$ cat src/sv/trie_ram.sv
// Generic simple dual-port RAM with one write port and a registered read port.
`default_nettype none
module trie_ram #(
  parameter int unsigned WIDTH = 8,
  parameter int unsigned DEPTH = 16
) (
  input  wire logic                     clk,
  input  wire logic                     we,
  input  wire logic [$clog2(DEPTH)-1:0] waddr,
  input  wire logic [WIDTH-1:0]         wdata,
  input  wire logic                     re,
  input  wire logic [$clog2(DEPTH)-1:0] raddr,
  output      logic [WIDTH-1:0]         rdata
);

  logic [WIDTH-1:0] mem [DEPTH];

  always_ff @(posedge clk) begin
    if (we) begin
      mem[waddr] <= wdata;
    end
    if (re) begin
      rdata <= mem[raddr];
    end
  end

endmodule
`default_nettype wire

$ cat config.mk
export PLATFORM = sky130hd
export DESIGN_NAME = trie_ram
export DESIGN_NICKNAME = d
export VERILOG_FILES = /design/src/sv/trie_ram.sv
export SDC_FILE = /design/constraint.sdc
export NUM_CORES = 1
export LEC_CHECK = 0
export BUFFER_PORTS_ARGS = -buffer_cell sky130_fd_sc_hd__buf_4
export CAP_MARGIN = 15
export CORE_MARGIN = 2
export CORE_UTILIZATION = 55
export DETAILED_ROUTE_END_ITERATION = 8
export HOLD_SLACK_MARGIN = 0.02
export PLACE_DENSITY = 0.84
export SLEW_MARGIN = 20
export SYNTH_ARGS = -nofsm -noshare
export SYNTH_HDL_FRONTEND = slang
export SYNTH_SLANG_ARGS = --single-unit
$ cat constraint.sdc
create_clock -name clk -period 2.4 [get_ports clk]
set_input_delay 0.24 -clock clk [delete_from_list [all_inputs] [get_ports clk]]
set_output_delay 0.24 -clock clk [all_outputs]
set_load 0.005 [all_outputs]
==> flow_metrics.py <==
metrics = {
    "global_routing": {
        "grt_pass1_wl_mm": 14.3,
        "grt_pass1_vias": 2538,
        "gr-total-overflow": 0,
        "antenna_found_initial": 0,
        "grt_max_degree": 33,
        "grtUsageTotal": 0.204,
    },
    "floorplanning": {
        "die-width_um": 101,
        "die_area_um2": 10300,
        "core_um2": 9240,
        "ios": 27,
        "rows": 35,
        "initial_core_util": 0.566,
        "die_y_um": 101,
    },
    "final_layout": {
        "drive_above_1_share": 0.312,
        "final_common_cell": "edfxtp_1",
        "final_cells": 430,
        "layout_common_cells": "edfxtp_1 (136), buf_4 (42), mux4_2 (18), a22oi_1 (16), clkbuf_16 (16)",
        "final_nets": 307,
        "area_growth_pct": 19.8,
        "n_antenna_cell": 0,
    },
    "worst_setup_path": {
        "path_class": "reg -> reg",
        "worstSetupEndpointType": "flip-flop",
        "crit_fanout": 1,
        "cp-start-kind": "flip-flop",
        "required_ps": 2640,
        "cp.arrival_ps": 1790,
    },
    "clocking": {
        "clk_path_buf_depth": 2,
        "cts_buffers": 17,
        "htreeDepth": 4,
        "insertion_delay_ps": 520,
        "cts.sinks": 136,
        "tritoncts": "done",
        "postCtsHoldBufs": 6,
        "root_buffer": "clkbuf_8",
        "postCtsSetupBuffers": 0,
        "cts_resized": 0,
        "clk_pin_slew_worst_paths_ps": 60,
    },
    "route": {
        "wl_mm": 9.40,
        "drc": 0,
        "vias": 2462,
        "drt_iter0_markers": 169,
        "drtAntennaViolNets": 0,
        "drt-vias-per-instance": 5.73,
        "top_layer_used": "met4",
        "drtPass1Iterations": 4,
        "wl_met3_um": 522,
        "wl_per_cell_um": 21.9,
        "wl_met2_mm": 4.82,
        "drt-met1-wl_mm": 3.98,
    },
    "place": {
        "dp_hpwl_mm": 5.93,
        "io_buffers": 26,
        "dp.cells": 392,
        "gp_congestion": 0.728,
    },
    "timing": {
        "worst_slew_pin_slew_ps": 671,
        "finalSetupViolations": 0,
        "finClkSkew_ps": 6.97,
        "setup_tns_ps": 0,
        "min_period_ps": 1550,
        "finalMaxSlewViolations": 0,
        "maxSlewHeadroom": 0.552,
        "final_hold_viol_count": 0,
        "finalCritPeriodShare": 0.646,
        "rsz0062_at_grt": "false",
        "fmax_mhz": 645,
    },
    "run_status": {
        "status": "finished clean",
    },
    "min_path": {
        "holdCritPathClass": "in -> reg",
    },
    "power": {
        "worst_ir_drop_vdd_uv": 512,
        "p_per_area_nw_per_um2": 842,
        "p_leak_nw": 2.11,
    },
    "synthesis": {
        "avgSynthCellArea_um2": 22.8,
        "synth_nets": 248,
        "ys_types": 18,
        "synthCells": 229,
        "syn_area_um2": 5230,
        "synth_seq_cells": 136,
        "yosysSeqAreaShare": 0.781,
        "yosysWarningCount": 0,
    },
    "job": {
        "maxCapViolCount": 0,
    },
}
-- per-layer routing --
metal  vias up  track usage
met1      1258        0.274
li1       1105            -
met5         -            0
met3        11       0.0676
met2        88        0.319
met4         0       0.0759
-- per-stage QoR --
step           hold slack (ps)  utilization  total power [mW]  setup WS, ps  area, um^2
2_1_floorplan              339            -              2.87           667        5230
3_3_place_gp               526        0.612              2.98           525        5660
3_5_place_dp               525        0.612              2.99           490        5660
4_1_cts                   23.1        0.678              5.31           840        6260
5_1_grt                   32.1        0.678              5.43           823        6260
6_report                  44.3        0.678              5.28           849        6260
-- path summary, 6_finish.rpt --
check / to / from / depth (start not counted) / slack (ps)
max: rdata[6]$_DFFE_PP_ / mem[8][6]$_DFFE_PP_ / 3 / 850
min: mem[9][3]$_DFFE_PP_ / wdata[3] / 1 / 40
max reg2reg: rdata[6]$_DFFE_PP_ / mem[8][6]$_DFFE_PP_ / 3 / 850
min reg2reg: rdata[3]$_DFFE_PP_ / mem[12][3]$_DFFE_PP_ / 3 / 770
-- sequential cells by signal, summed over array words and instances, names as in the netlist --
name	flops
mem	128
rdata	8
-- cells by family after synthesis --
family / share of synthesized area
AND/OR/NAND/NOR: 0.0314
buffers and inverters: 0.0165
flip-flops: 0.781
multiplexers: 0.148
AO/OA/AOI/OAI: 0.0230
-- critical path, stage by stage, from the launching register on --
cell	delay, ps
edfxtp_1	390
mux4_2	470
a22oi_1	270
nand2_1	150
-- power breakdown --
| group | leakage (nW) | internal, mW | total, mW | switching, mW |
|---|---|---|---|---|
| Combinational | 0.625 | 0.124 | 0.261 | 0.137 |
| Clock | 0.246 | 1.37 | 2.33 | 0.959 |
| Sequential | 1.24 | 2.68 | 2.69 | 0.0125 |
-- area by class of cell --
class	count	area, um^2
clock buffer	17	414
clock inverter	15	131
fill	567	2980
multi-input combinational	83	1060
sequential	136	4080
tap	129	161
timing repair buffer	50	415
-- cells in the mapped netlist --
cell,instances,share of area
a22oi_1,16,0.023
and2_1,1,0.0012
and2b_1,1,0.0014
buf_2,3,0.0029
buf_4,1,0.0014
buf_6,3,0.0065
clkdlybuf4s25_2,3,0.0057
edfxtp_1,136,0.78
mux4_1,14,0.070
mux4_2,18,0.078
nand2_1,9,0.0065
nand2b_1,2,0.0024
nand3_1,1,0.00096
nand3b_1,2,0.0029
nor2_1,13,0.0093
nor2b_1,1,0.0012
nor3_1,4,0.0038
or3b_2,1,0.0017
(Power assumes the default switching activity.)
